$ cat src/design/trsm_pkg.sv
package trsm_pkg;

	// Most results that one accepted item may produce.
	localparam int MAX_RESULTS = 32;
	localparam int RES_CNT_W = $clog2(MAX_RESULTS + 1);

	// Command codes of an input item.
	localparam logic CMD_PUSH = 1'b0;
	localparam logic CMD_END = 1'b1;

	// Run select codes; run A wins ties.
	localparam logic RUN_A = 1'b0;
	localparam logic RUN_B = 1'b1;

	// Merge sequencer states.
	typedef enum logic [1:0] {
		ST_IDLE,
		ST_OVF,
		ST_FETCH,
		ST_DECIDE
	} state_t;

endpackage

$ cat src/design/trsm_if.sv
// Input channel: one push or end-of-run command per transfer.
interface trsm_in_if #(
	parameter int WORD_BITS = 32
);
	logic valid;
	logic ready;
	logic cmd;
	logic run_select;
	logic signed [WORD_BITS-1:0] word;

	modport source (output valid, output cmd, output run_select, output word, input ready);
	modport sink (input valid, input cmd, input run_select, input word, output ready);
endinterface

// Output channel: one merged word or status result per transfer.
interface trsm_out_if #(
	parameter int WORD_BITS = 32
);
	logic valid;
	logic ready;
	logic signed [WORD_BITS-1:0] merged_word;
	logic last_of_merge;
	logic no_data;
	logic overflow;

	modport source (output valid, output merged_word, output last_of_merge,
		output no_data, output overflow, input ready);
	modport sink (input valid, input merged_word, input last_of_merge,
		input no_data, input overflow, output ready);
endinterface

$ cat src/design/trsm_run_buf.sv
// Word store of one run: one write port, one registered read port.
module trsm_run_buf #(
	parameter int DEPTH = 32,
	parameter int WORD_BITS = 32,
	localparam int AW = $clog2(DEPTH)
) (
	input logic clk,
	input logic wr_en,
	input logic [AW-1:0] wr_addr,
	input logic [WORD_BITS-1:0] wr_data,
	input logic [AW-1:0] rd_addr,
	output logic [WORD_BITS-1:0] rd_data
);

	logic [WORD_BITS-1:0] mem [DEPTH];

	// Write port.
	always_ff @(posedge clk) begin
		if (wr_en) begin
			mem[wr_addr] <= wr_data;
		end
	end

	// Registered read port.
	always_ff @(posedge clk) begin
		rd_data <= mem[rd_addr];
	end

endmodule

$ cat src/design/two_run_stable_merge.sv
// Stable merge of two ascending runs of signed words.
// The item channel carries commands: push a word onto run A or run B, or
// mark the end of a run. The result channel returns the merged words in
// ascending order, with run A winning ties; the final word of a merge has
// last_of_merge set. If both runs end empty, a single no_data result is
// given instead. A push into a full run is dropped and reported by one
// result with overflow set; a push into an ended run is ignored.
// Sequencing: an item is taken in ST_IDLE, and the block then works on it
// before it accepts the next. Each emitted word passes ST_FETCH, for the
// registered read of both run heads, then ST_DECIDE, for the compare and
// pop, so the run memories' read latency sets the rate. An overflow report
// adds ST_OVF; an item with no result runs ST_FETCH, ST_DECIDE, ST_IDLE.
// One item emits at most 32 results; words still due wait for the next item.
// Results sit in an output register, so a stalled receiver only holds the
// sequencer when a new result is due. Reset empties both runs and the
// output register; memory contents are not cleared and need no sweep.
module two_run_stable_merge
	import trsm_pkg::*;
#(
	parameter int BUFFER_DEPTH = 32,
	parameter int WORD_BITS = 32
) (
	input logic clk,
	input logic arst_n,
	trsm_in_if.sink item,
	trsm_out_if.source result
);

	localparam int IDX_W = $clog2(BUFFER_DEPTH);
	localparam int CNT_W = $clog2(BUFFER_DEPTH + 1);

	state_t state_q, state_d;
	logic [IDX_W-1:0] head_q [2];
	logic [IDX_W-1:0] head_d [2];
	logic [CNT_W-1:0] count_q [2];
	logic [CNT_W-1:0] count_d [2];
	logic ended_q [2];
	logic ended_d [2];
	logic [RES_CNT_W-1:0] n_q, n_d;

	logic out_valid_q;
	logic [WORD_BITS-1:0] out_word_q, out_word_d;
	logic out_last_q, out_last_d;
	logic out_nodata_q, out_nodata_d;
	logic out_ovf_q, out_ovf_d;
	logic out_load;
	logic slot_free;

	logic [WORD_BITS-1:0] rd_data [2];
	logic [IDX_W:0] tail_sum;
	logic [IDX_W-1:0] tail_addr;
	logic push_ok;
	logic pop_a, pop_b, pop_run;
	logic [CNT_W-1:0] cnt_after [2];

	// Write address of a push: head plus count, wrapped once.
	always_comb begin
		tail_sum = (IDX_W+1)'(head_q[item.run_select]) + (IDX_W+1)'(count_q[item.run_select]);
		if (tail_sum >= (IDX_W+1)'(BUFFER_DEPTH)) begin
			tail_sum = tail_sum - (IDX_W+1)'(BUFFER_DEPTH);
		end
		tail_addr = tail_sum[IDX_W-1:0];
	end

	assign push_ok = item.valid && (state_q == ST_IDLE) && (item.cmd == CMD_PUSH)
		&& !ended_q[item.run_select]
		&& (count_q[item.run_select] != CNT_W'(BUFFER_DEPTH));

	// One memory per run, both read at their current heads.
	for (genvar r = 0; r < 2; r++) begin : g_run
		trsm_run_buf #(
			.DEPTH(BUFFER_DEPTH),
			.WORD_BITS(WORD_BITS)
		) u_buf (
			.clk(clk),
			.wr_en(push_ok && (item.run_select == 1'(r))),
			.wr_addr(tail_addr),
			.wr_data(item.word),
			.rd_addr(head_q[r]),
			.rd_data(rd_data[r])
		);
	end

	assign item.ready = (state_q == ST_IDLE);
	assign slot_free = !out_valid_q || result.ready;

	// Pop choice from the two head words read in the previous cycle.
	always_comb begin
		pop_a = 1'b0;
		pop_b = 1'b0;
		if (count_q[RUN_A] != '0 && count_q[RUN_B] != '0) begin
			if ($signed(rd_data[RUN_A]) <= $signed(rd_data[RUN_B])) begin
				pop_a = 1'b1;
			end else begin
				pop_b = 1'b1;
			end
		end else if (count_q[RUN_A] != '0 && ended_q[RUN_B]) begin
			pop_a = 1'b1;
		end else if (count_q[RUN_B] != '0 && ended_q[RUN_A]) begin
			pop_b = 1'b1;
		end
		pop_run = pop_b ? RUN_B : RUN_A;
	end

	// Sequencer: next state, run bookkeeping and result loading.
	always_comb begin
		state_d = state_q;
		head_d = head_q;
		count_d = count_q;
		ended_d = ended_q;
		n_d = n_q;
		out_load = 1'b0;
		out_word_d = '0;
		out_last_d = 1'b0;
		out_nodata_d = 1'b0;
		out_ovf_d = 1'b0;
		cnt_after = count_q;

		case (state_q)
			ST_IDLE: begin
				if (item.valid) begin
					n_d = '0;
					state_d = ST_FETCH;
					if (item.cmd == CMD_END) begin
						ended_d[item.run_select] = 1'b1;
					end else if (!ended_q[item.run_select]) begin
						if (count_q[item.run_select] == CNT_W'(BUFFER_DEPTH)) begin
							state_d = ST_OVF;
						end else begin
							count_d[item.run_select] = count_q[item.run_select] + 1'b1;
						end
					end
				end
			end
			ST_OVF: begin
				if (slot_free) begin
					out_load = 1'b1;
					out_ovf_d = 1'b1;
					n_d = RES_CNT_W'(1);
					state_d = ST_FETCH;
				end
			end
			ST_FETCH: begin
				state_d = ST_DECIDE;
			end
			ST_DECIDE: begin
				if (n_q == RES_CNT_W'(MAX_RESULTS)) begin
					state_d = ST_IDLE;
				end else if (pop_a || pop_b) begin
					if (slot_free) begin
						cnt_after[pop_run] = count_q[pop_run] - 1'b1;
						count_d[pop_run] = cnt_after[pop_run];
						head_d[pop_run] = (head_q[pop_run] == IDX_W'(BUFFER_DEPTH - 1))
							? '0 : head_q[pop_run] + 1'b1;
						out_load = 1'b1;
						out_word_d = rd_data[pop_run];
						n_d = n_q + 1'b1;
						state_d = ST_FETCH;
						// Last word of a finished merge: clear for the next one.
						if (ended_q[RUN_A] && ended_q[RUN_B]
							&& cnt_after[RUN_A] == '0 && cnt_after[RUN_B] == '0) begin
							out_last_d = 1'b1;
							head_d[RUN_A] = '0;
							head_d[RUN_B] = '0;
							ended_d[RUN_A] = 1'b0;
							ended_d[RUN_B] = 1'b0;
						end
					end
				end else if (ended_q[RUN_A] && ended_q[RUN_B]
					&& count_q[RUN_A] == '0 && count_q[RUN_B] == '0) begin
					// Both runs ended empty.
					if (slot_free) begin
						out_load = 1'b1;
						out_last_d = 1'b1;
						out_nodata_d = 1'b1;
						head_d[RUN_A] = '0;
						head_d[RUN_B] = '0;
						ended_d[RUN_A] = 1'b0;
						ended_d[RUN_B] = 1'b0;
						state_d = ST_IDLE;
					end
				end else begin
					state_d = ST_IDLE;
				end
			end
			default: begin
				state_d = ST_IDLE;
			end
		endcase
	end

	// Control registers.
	always_ff @(posedge clk or negedge arst_n) begin
		if (!arst_n) begin
			state_q <= ST_IDLE;
			n_q <= '0;
			out_valid_q <= 1'b0;
			for (int r = 0; r < 2; r++) begin
				head_q[r] <= '0;
				count_q[r] <= '0;
				ended_q[r] <= 1'b0;
			end
		end else begin
			state_q <= state_d;
			n_q <= n_d;
			head_q <= head_d;
			count_q <= count_d;
			ended_q <= ended_d;
			if (out_load) begin
				out_valid_q <= 1'b1;
			end else if (result.ready) begin
				out_valid_q <= 1'b0;
			end
		end
	end

	// Output payload register.
	always_ff @(posedge clk) begin
		if (out_load) begin
			out_word_q <= out_word_d;
			out_last_q <= out_last_d;
			out_nodata_q <= out_nodata_d;
			out_ovf_q <= out_ovf_d;
		end
	end

	assign result.valid = out_valid_q;
	assign result.merged_word = out_word_q;
	assign result.last_of_merge = out_last_q;
	assign result.no_data = out_nodata_q;
	assign result.overflow = out_ovf_q;

endmodule
$ cat src/flat_wrapper.sv
// flat-port wrapper written by rule: the top's interface ports become plain ports
module two_run_stable_merge_flat import trsm_pkg::*;
#(
	parameter int BUFFER_DEPTH = 32,
	parameter int WORD_BITS = 32
)
  (clk, arst_n, item_valid, item_cmd, item_run_select, item_word, item_ready, result_valid, result_merged_word, result_last_of_merge, result_no_data, result_overflow, result_ready);
  trsm_in_if #(.WORD_BITS(WORD_BITS)) item_i ();
  trsm_out_if #(.WORD_BITS(WORD_BITS)) result_i ();
  input logic clk;
  input logic arst_n;
  input wire logic [$bits(item_i.valid)-1:0] item_valid;
  input wire logic [$bits(item_i.cmd)-1:0] item_cmd;
  input wire logic [$bits(item_i.run_select)-1:0] item_run_select;
  input wire logic [$bits(item_i.word)-1:0] item_word;
  output wire logic [$bits(item_i.ready)-1:0] item_ready;
  output wire logic [$bits(result_i.valid)-1:0] result_valid;
  output wire logic [$bits(result_i.merged_word)-1:0] result_merged_word;
  output wire logic [$bits(result_i.last_of_merge)-1:0] result_last_of_merge;
  output wire logic [$bits(result_i.no_data)-1:0] result_no_data;
  output wire logic [$bits(result_i.overflow)-1:0] result_overflow;
  input wire logic [$bits(result_i.ready)-1:0] result_ready;
  assign item_i.valid = item_valid;
  assign item_i.cmd = item_cmd;
  assign item_i.run_select = item_run_select;
  assign item_i.word = item_word;
  assign item_ready = item_i.ready;
  assign result_valid = result_i.valid;
  assign result_merged_word = result_i.merged_word;
  assign result_last_of_merge = result_i.last_of_merge;
  assign result_no_data = result_i.no_data;
  assign result_overflow = result_i.overflow;
  assign result_i.ready = result_ready;
  two_run_stable_merge #(.BUFFER_DEPTH(BUFFER_DEPTH), .WORD_BITS(WORD_BITS)) u_core (.clk(clk), .arst_n(arst_n), .item(item_i), .result(result_i));
endmodule
$ cat config.mk
export PLATFORM = sky130hd
export DESIGN_NAME = two_run_stable_merge_flat
export DESIGN_NICKNAME = d
export VERILOG_FILES = /design/src/design/trsm_pkg.sv /design/src/design/trsm_if.sv /design/src/design/trsm_run_buf.sv /design/src/design/two_run_stable_merge.sv /design/src/flat_wrapper.sv
export SDC_FILE = /design/constraint.sdc
export NUM_CORES = 2
export LEC_CHECK = 0
export ABC_CLOCK_PERIOD_IN_PS = 5150
export BUFFER_PORTS_ARGS = -buffer_cell sky130_fd_sc_hd__buf_2
export CAP_MARGIN = 5
export CORE_MARGIN = 2
export CORE_UTILIZATION = 54
export DETAILED_ROUTE_END_ITERATION = 8
export PLACE_DENSITY = 0.72
export SYNTH_ARGS = -nofsm -noshare
export SYNTH_HDL_FRONTEND = slang
export SYNTH_SLANG_ARGS = --single-unit
export TNS_END_PERCENT = 5
$ cat constraint.sdc
create_clock -name clk -period 5.15 [get_ports clk]
set_clock_uncertainty 0.2 [all_clocks]
set_input_delay 1.03 -clock clk [delete_from_list [all_inputs] [get_ports clk]]
set_output_delay 1.03 -clock clk [all_outputs]
set_load 0.005 [all_outputs]
After elaboration in Yosys (flattened, before gate mapping)
Memory sizes are Yosys's and may differ from the RTL's. A register that Yosys moved wholly into a read port is not among the register bits.
Cells that the tools add are included.
{"block": "word_totals", "memories": 2, "ram_bits": 2048, "output_inout_bits": 37, "register_bits": 68}
{"block": "op_classes", "n_reduce_logical": 39, "mux": 94, "addsub": 6, "eq_ne": 19, "magnitude_cmp": 6, "bitwise_logic": 9}
{"memory": "u_core.g_run[0].u_buf.mem", "depth": 32, "width": 32, "rd": 1, "rd_ports_with_merged_regs": 1, "wr": 1, "line": "trsm_run_buf.sv:15", "rtl": "logic [WORD_BITS-1:0] mem [DEPTH];"}
{"memory": "u_core.g_run[1].u_buf.mem", "depth": 32, "width": 32, "rd": 1, "rd_ports_with_merged_regs": 1, "wr": 1, "line": "trsm_run_buf.sv:15"}
{"cell": "$mux W32", "count": 3}
{"cell": "$mux W6", "count": 16}
{"cell": "$mux W12", "count": 7}
{"cell": "$mux W10", "count": 5}
{"cell": "$mux W5", "count": 9}
{"cell": "$bwmux W12", "count": 3}
{"cell": "$le A32 B32 Y1", "count": 1}
{"cell": "$mux W2", "count": 16}
{"cell": "$mux W1", "count": 25}
{"cell": "$logic_not A6 Y1", "count": 4}
{"cell": "$pmux W12 S2", "count": 1}
{"cell": "$pmux W6 S3", "count": 1}
{"cell": "$logic_and A1 B1 Y1", "count": 16}
{"cell": "$add A6 B1 Y6 const B", "count": 2}
{"cell": "$demux W6 S1", "count": 2}
{"cell": "$eq A6 B6 Y1 const B", "count": 2}
{"cell": "$ne A2 B2 Y1 const B", "count": 6}
{"cell": "$reduce_bool A6 Y1", "count": 2}
{"cell": "$bwmux W10", "count": 1}
{"cell": "$pmux W2 S4", "count": 1}
{"cell": "$reduce_and A8 Y1", "count": 1}
{"cell": "$reduce_and A7 Y1", "count": 1}
{"cell": "$add A5 B6 Y6", "count": 1}
{"cell": "$ge A6 B6 Y1 const B", "count": 1}
{"cell": "other kinds (31)", "count": 46}

Longest topological paths before layout
{"block": "logic_depth", "word_depth": 20, "depth_mapped": 19}

Cells and area by module
From an unflattened synthesis, not the netlist that was laid out.
{"block": "unflattened", "cells_unflattened": 5070, "hier_area_um2": 86202.7}
{"mod": "trsm_run_buf", "n_inst": 2, "cells_per_inst": 2260, "seq_area_each_um2": 31390.1, "area_per_inst_um2": 40492.6}
{"mod": "two_run_stable_merge", "n_inst": 1, "cells_per_inst": 550, "seq_area_each_um2": 1876.8, "area_per_inst_um2": 5217.5}

Worst setup path before layout
No wires, ideal clock.
{"block": "synth_timing", "kind": "input-to-reg", "startpoint": "input item_run_select", "endpoint": "memory u_core.g_run[0].u_buf.mem[31][0] (enable)", "cell_stages": 12, "path_slack_ps": -395, "arrival_time_ps": 4924, "setup_time_ps": 421, "required_time_ps": 4529, "cell_sequence": "buf_2 > buf_1 > mux2_2 > ha_1 > fa_1 > a21o_1 > a21oi_1 > xnor2_1 > and2_1 > nand2b_1 > buf_1 > nor2_1"}
{"block": "synth_via", "elab_chain_cells": 10}
{"element": "start: declaration", "line": "flat_wrapper.sv:14", "rtl": "input wire logic [$bits(item_i.run_select)-1:0] item_run_select;"}
{"element": "branches (longest 10 deep; another with $add A5 B6 Y6)"}
{"element": "end: declaration", "line": "trsm_run_buf.sv:15"}
Several ways; the timed one is not identified. The select of a mux whose other input is x is not followed.

Final worst setup path
{"block": "layout_timing", "startpoint": "register u_core.g_run[1].u_buf.rd_data[11] (read register of u_core.g_run[1].u_buf.mem)", "endpoint": "register u_core.head_q[8] (netlist bit)"}
{"block": "layout_via", "elab_chain_cells": 16}
{"element": "start: declaration", "line": "trsm_run_buf.sv:12", "rtl": "output logic [WORD_BITS-1:0] rd_data"}
{"element": "$le A32 B32 Y1 (*)", "line": "two_run_stable_merge.sv:92", "rtl": "if ($signed(rd_data[RUN_A]) <= $signed(rd_data[RUN_B])) begin"}
{"element": "$mux W1", "line": "two_run_stable_merge.sv:92"}
{"element": "$mux W1", "line": "two_run_stable_merge.sv:91", "rtl": "if (count_q[RUN_A] != '0 && count_q[RUN_B] != '0) begin"}
{"element": "$mux W1", "line": "two_run_stable_merge.sv:102", "rtl": "pop_run = pop_b ? RUN_B : RUN_A;"}
{"element": "$not A1 Y2", "line": "two_run_stable_merge.sv:151, two_run_stable_merge.sv:153, two_run_stable_merge.sv:154"}
{"element": "$mux W6 (implied by the code) (tied with other cells)", "line": "two_run_stable_merge.sv:151", "rtl": "cnt_after[pop_run] = count_q[pop_run] - 1'b1;"}
{"element": "$mux W6 (implied by the code) or $logic_and A1 B1 Y1 (tied branches)", "line": "two_run_stable_merge.sv:151, two_run_stable_merge.sv:153"}
{"element": "$mux W6 (implied by the code)", "line": "two_run_stable_merge.sv:151"}
{"element": "$sub A6 B1 Y6 or $demux W6 S1 (tied branches)", "line": "two_run_stable_merge.sv:151"}
{"element": "$bwmux W12", "line": "two_run_stable_merge.sv:151"}
{"element": "$logic_not A6 Y1", "line": "two_run_stable_merge.sv:161", "rtl": "&& cnt_after[RUN_A] == '0 && cnt_after[RUN_B] == '0) begin"}
{"element": "$logic_and A1 B1 Y1 (2 in a row)", "line": "two_run_stable_merge.sv:161"}
{"element": "$mux W10", "line": "two_run_stable_merge.sv:160", "rtl": "if (ended_q[RUN_A] && ended_q[RUN_B]"}
{"element": "$mux W10", "line": "two_run_stable_merge.sv:150", "rtl": "if (slot_free) begin"}
{"element": "$mux W10", "line": "two_run_stable_merge.sv:149", "rtl": "end else if (pop_a || pop_b) begin"}
{"element": "end signal: indexed assignment", "line": "two_run_stable_merge.sv:199", "rtl": "head_q[r] <= '0;"}
{"element": "end signal: assignment", "line": "two_run_stable_merge.sv:206", "rtl": "head_q <= head_d;"}
{"element": "end: declaration", "line": "two_run_stable_merge.sv:33", "rtl": "logic [IDX_W-1:0] head_q [2];"}
Mark *: on every way between the ends. The rest lies on a longest branch, timed or not. The select of a mux whose other input is x is not followed.
A chain may end at the register's enable or synchronous reset.

==> results_dict.tcl <==
set metrics [dict create \
    status "finished clean" \
    viasPerCell 6.404 \
    async_flop_share_pct 1.514 \
    die_h_um 397.8 \
    synthToLayoutAreaGrowth_pct 13.25 \
    netlist_area_um2 83730 \
    grt_pass1_vias 38803 \
    cp_common_cell "ha_1" \
    clkSinkCount 2180 \
    finalSetupTns_ps 0 \
    peakVddDrop_mv 0.4244 \
    detail_route.first_pass.iterations 5 \
    antenna_found_initial 6 \
    cts_hold_buf 0 \
    yosysMostFrequentCell "edfxtp_1" \
    worst_pin_slew_ps 1243 \
    clock_path_buffers 3 \
    final_nets 3960 \
    timing.rr.start "u_core.g_run[1].u_buf.rd_data[11]$_DFF_P_" \
    cts_tree "built" \
    maxCapViolations 0 \
    grt_setup_unrepaired "no" \
    routedWlPerCell_um 31.45 \
    routabilityCongestion 0.8778 \
    post-route-period-util_pct 88.67 \
    power_mw 51.64 \
    drive_gt1_share_pct 33.19 \
    max_stage_delay_ps 470 \
    worst_slack_ps 583.6 \
    synth_edf_count 2083 \
    cts_buffers 205 \
    design_area_um2 94830 \
    post_cts_buffers 0 \
    crit_start "u_core.g_run[1].u_buf.rd_data[11]$_DFF_P_" \
    period_needed_ps 4566 \
    start_util_pct 54.36 \
    clk_pin_slew_ps 60 \
    critPathTopFamily "compound AO/OA/AOI/OAI gates" \
    die_x_um 397.8 \
    drt_iter0_drc 5307 \
    grt_max_degree 143 \
    synth_top_area_cell "edfxtp_1" \
    slew_violations 0 \
    synth_seq_cells 2180 \
    worstPathMaxFanout 13 \
    place_ws_ps 193.3 \
    synth_common_cells "edfxtp_1 (2083), mux4_2 (640), clkbuf_1 (118), nand2_1 (116), nor2_1 (99)" \
    rows 144 \
    root_buffer "clkbuf_16" \
    ant_nets 0 \
    insertion_delay_ps 830 \
    dp_cells 5716 \
    worstSetupPathType "flip-flop to flip-flop" \
    utilization_pct 61.56 \
    max_freq_ghz 0.2190 \
    yosys.area.top_type_share_pct 74.70 \
    numPortBuffers 74 \
    hpwl_um 109500 \
    startpoint_type "flip-flop" \
    core_um2 154000 \
    num_vias 39067 \
    cp-end-kind "flip-flop" \
    placement.cell_area_um2 88000 \
    cp.required_ps 5710 \
    synth_area_per_cell_um2 23.13 \
    diodes 0 \
    stdcell_count 6100 \
    ys_top_cells_by_area "edfxtp_1 (75%), mux4_2 (17%), dfxtp_1 (1.5%)" \
    finalSetupViolations 0 \
    pin_count 75 \
    synthFlopType "edfxtp_1" \
    floorplan.die_area_um2 158200 \
    syn_nets 3701 \
    synth_cells 3620 \
    hp-class "input pin to asynchronous set/reset pin" \
    synth_cell_types 73 \
    grtUsageTotal_pct 24.61 \
    cp.arrival_ps 5130 \
    crit_buf_inv 1 \
    routed_wl_um 191800 \
    p_leak_nw 29.80 \
    htreeDepth 4 \
    drc 0 \
    worstPathCellList "inv_1 > ha_1 > nand4_1 > nor2_1 > a221o_1 > o31a_1 > o31ai_4 > nand2_2 > nand2_1 > nand2_1 > ha_1 > a21boi_1 > ha_1 > or3_1 > nor4_1 > a221o_1" \
    relSlewSlack_pct 17.13 \
    hold_violations 0 \
    ys.warnings.count 0 \
    p_per_area_nw_per_um2 544.5 \
    cp_slowest_cell "a221o_1" \
    grt_pass1_wl_um 278600 \
    post_cts_resized 0 \
    whs_ps 82.34 \
    overflow 0 \
    ys_seq_area_share_pct 77.22 \
]
-- final timing paths --
path | to | slack (ps) | depth (start not counted)
min in group clk | u_core.count_q[5]$_DFFE_PN0P_ | 340 | 1
setup reg to reg | u_core.head_q[8]$_DFFE_PN0P_ | 580 | 16
max in group asynchronous | u_core.head_q[5]$_DFFE_PN0P_ | 4070 | 1
hold reg to reg | u_core.count_q[5]$_DFFE_PN0P_ | 340 | 1
hold / removal | u_core.head_q[1]$_DFFE_PN0P_ | 80 | 1
setup / recovery | u_core.head_q[8]$_DFFE_PN0P_ | 580 | 16
-- layout by cell type (no fill, tap or decap), types with 16 or more instances in the layout --
cell | synthesis | final
clkinv_2 | 0 | 43
ha_1 | 42 | 42
clkinv_1 | 0 | 32
mux4_2 | 640 | 640
nor2_4 | 0 | 64
dfxtp_1 | 64 | 64
clkbuf_16 | 0 | 206
nand2_1 | 116 | 116
nand3_1 | 16 | 16
clkbuf_1 | 118 | 36
dfrtp_1 | 33 | 24
mux2_2 | 70 | 70
buf_12 | 0 | 28
bufinv_16 | 0 | 24
buf_4 | 1 | 132
inv_1 | 49 | 48
edfxtp_1 | 2083 | 2083
buf_2 | 23 | 74
nor2_1 | 99 | 35
a21oi_1 | 60 | 60
-- worst register-to-register path: cells and delay by family (launching register included) --
kind	cells	cell delay (ps)
AND/OR/NAND/NOR	7	1520
AO/OA/AOI/OAI	5	1650
flip-flops	1	330
adder cells (fa/ha/maj)	3	770
buffers and inverters	1	50
-- kinds of logic (layout without fill, tap and decap cells) --
| family | count (synthesis) | after routing | share of synthesized area (%) |
|---|---|---|---|
| AO/OA/AOI/OAI | 132 | 132 | 1.010 |
| flip-flops | 2180 | 2180 | 77.22 |
| buffers and inverters | 232 | 668 | 1.097 |
| AND/OR/NAND/NOR | 299 | 299 | 1.603 |
| multiplexers | 718 | 718 | 18.25 |
| XOR/XNOR | 16 | 16 | 0.1674 |
| adder cells (fa/ha/maj) | 43 | 43 | 0.6515 |
-- per-layer routing --
layer,up-vias,share of wire (%),GRT usage [%],routed length [um]
li1,15866,-,-,-
met5,-,0.018,0,34
met1,21058,40,35.63,77210
met4,4,2.3,6.358,4343
met2,1870,50,39.43,95140
met3,269,7.9,4.336,15110
-- final cells by class --
class	count	area [um2]
Sequential cell	2180	64690
Clock inverter	130	1375
Fill cell	10124	59220
Tap cell	2044	2557
Inverter	50	190.2
Timing Repair Buffer	234	1922
Multi-Input combinational cell	1208	18640
Clock buffer	254	5455
-- state kept, by name, summed over array words and instances, names as in the netlist --
name                         flops
u_core.state_q                   2
u_core.ended_q                   2
u_core.result.last_of_merge      1
u_core.count_q                  12
u_core.n_q                       6
u_core.result.valid              1
u_core.g_run.u_buf.rd_data      64
u_core.g_run.u_buf.mem        2048
u_core.result.overflow           1
u_core.head_q                   10
u_core.result.no_data            1
u_core.result.merged_word       32
-- power by group --
group / leakage, nW / switching [mW] / internal [mW]
clock network: 3.33 / 6.49 / 8.75
logic: 6.78 / 8.43 / 6.60
registers: 19.7 / 0.687 / 20.7
Power figures use the tool's default switching activity.
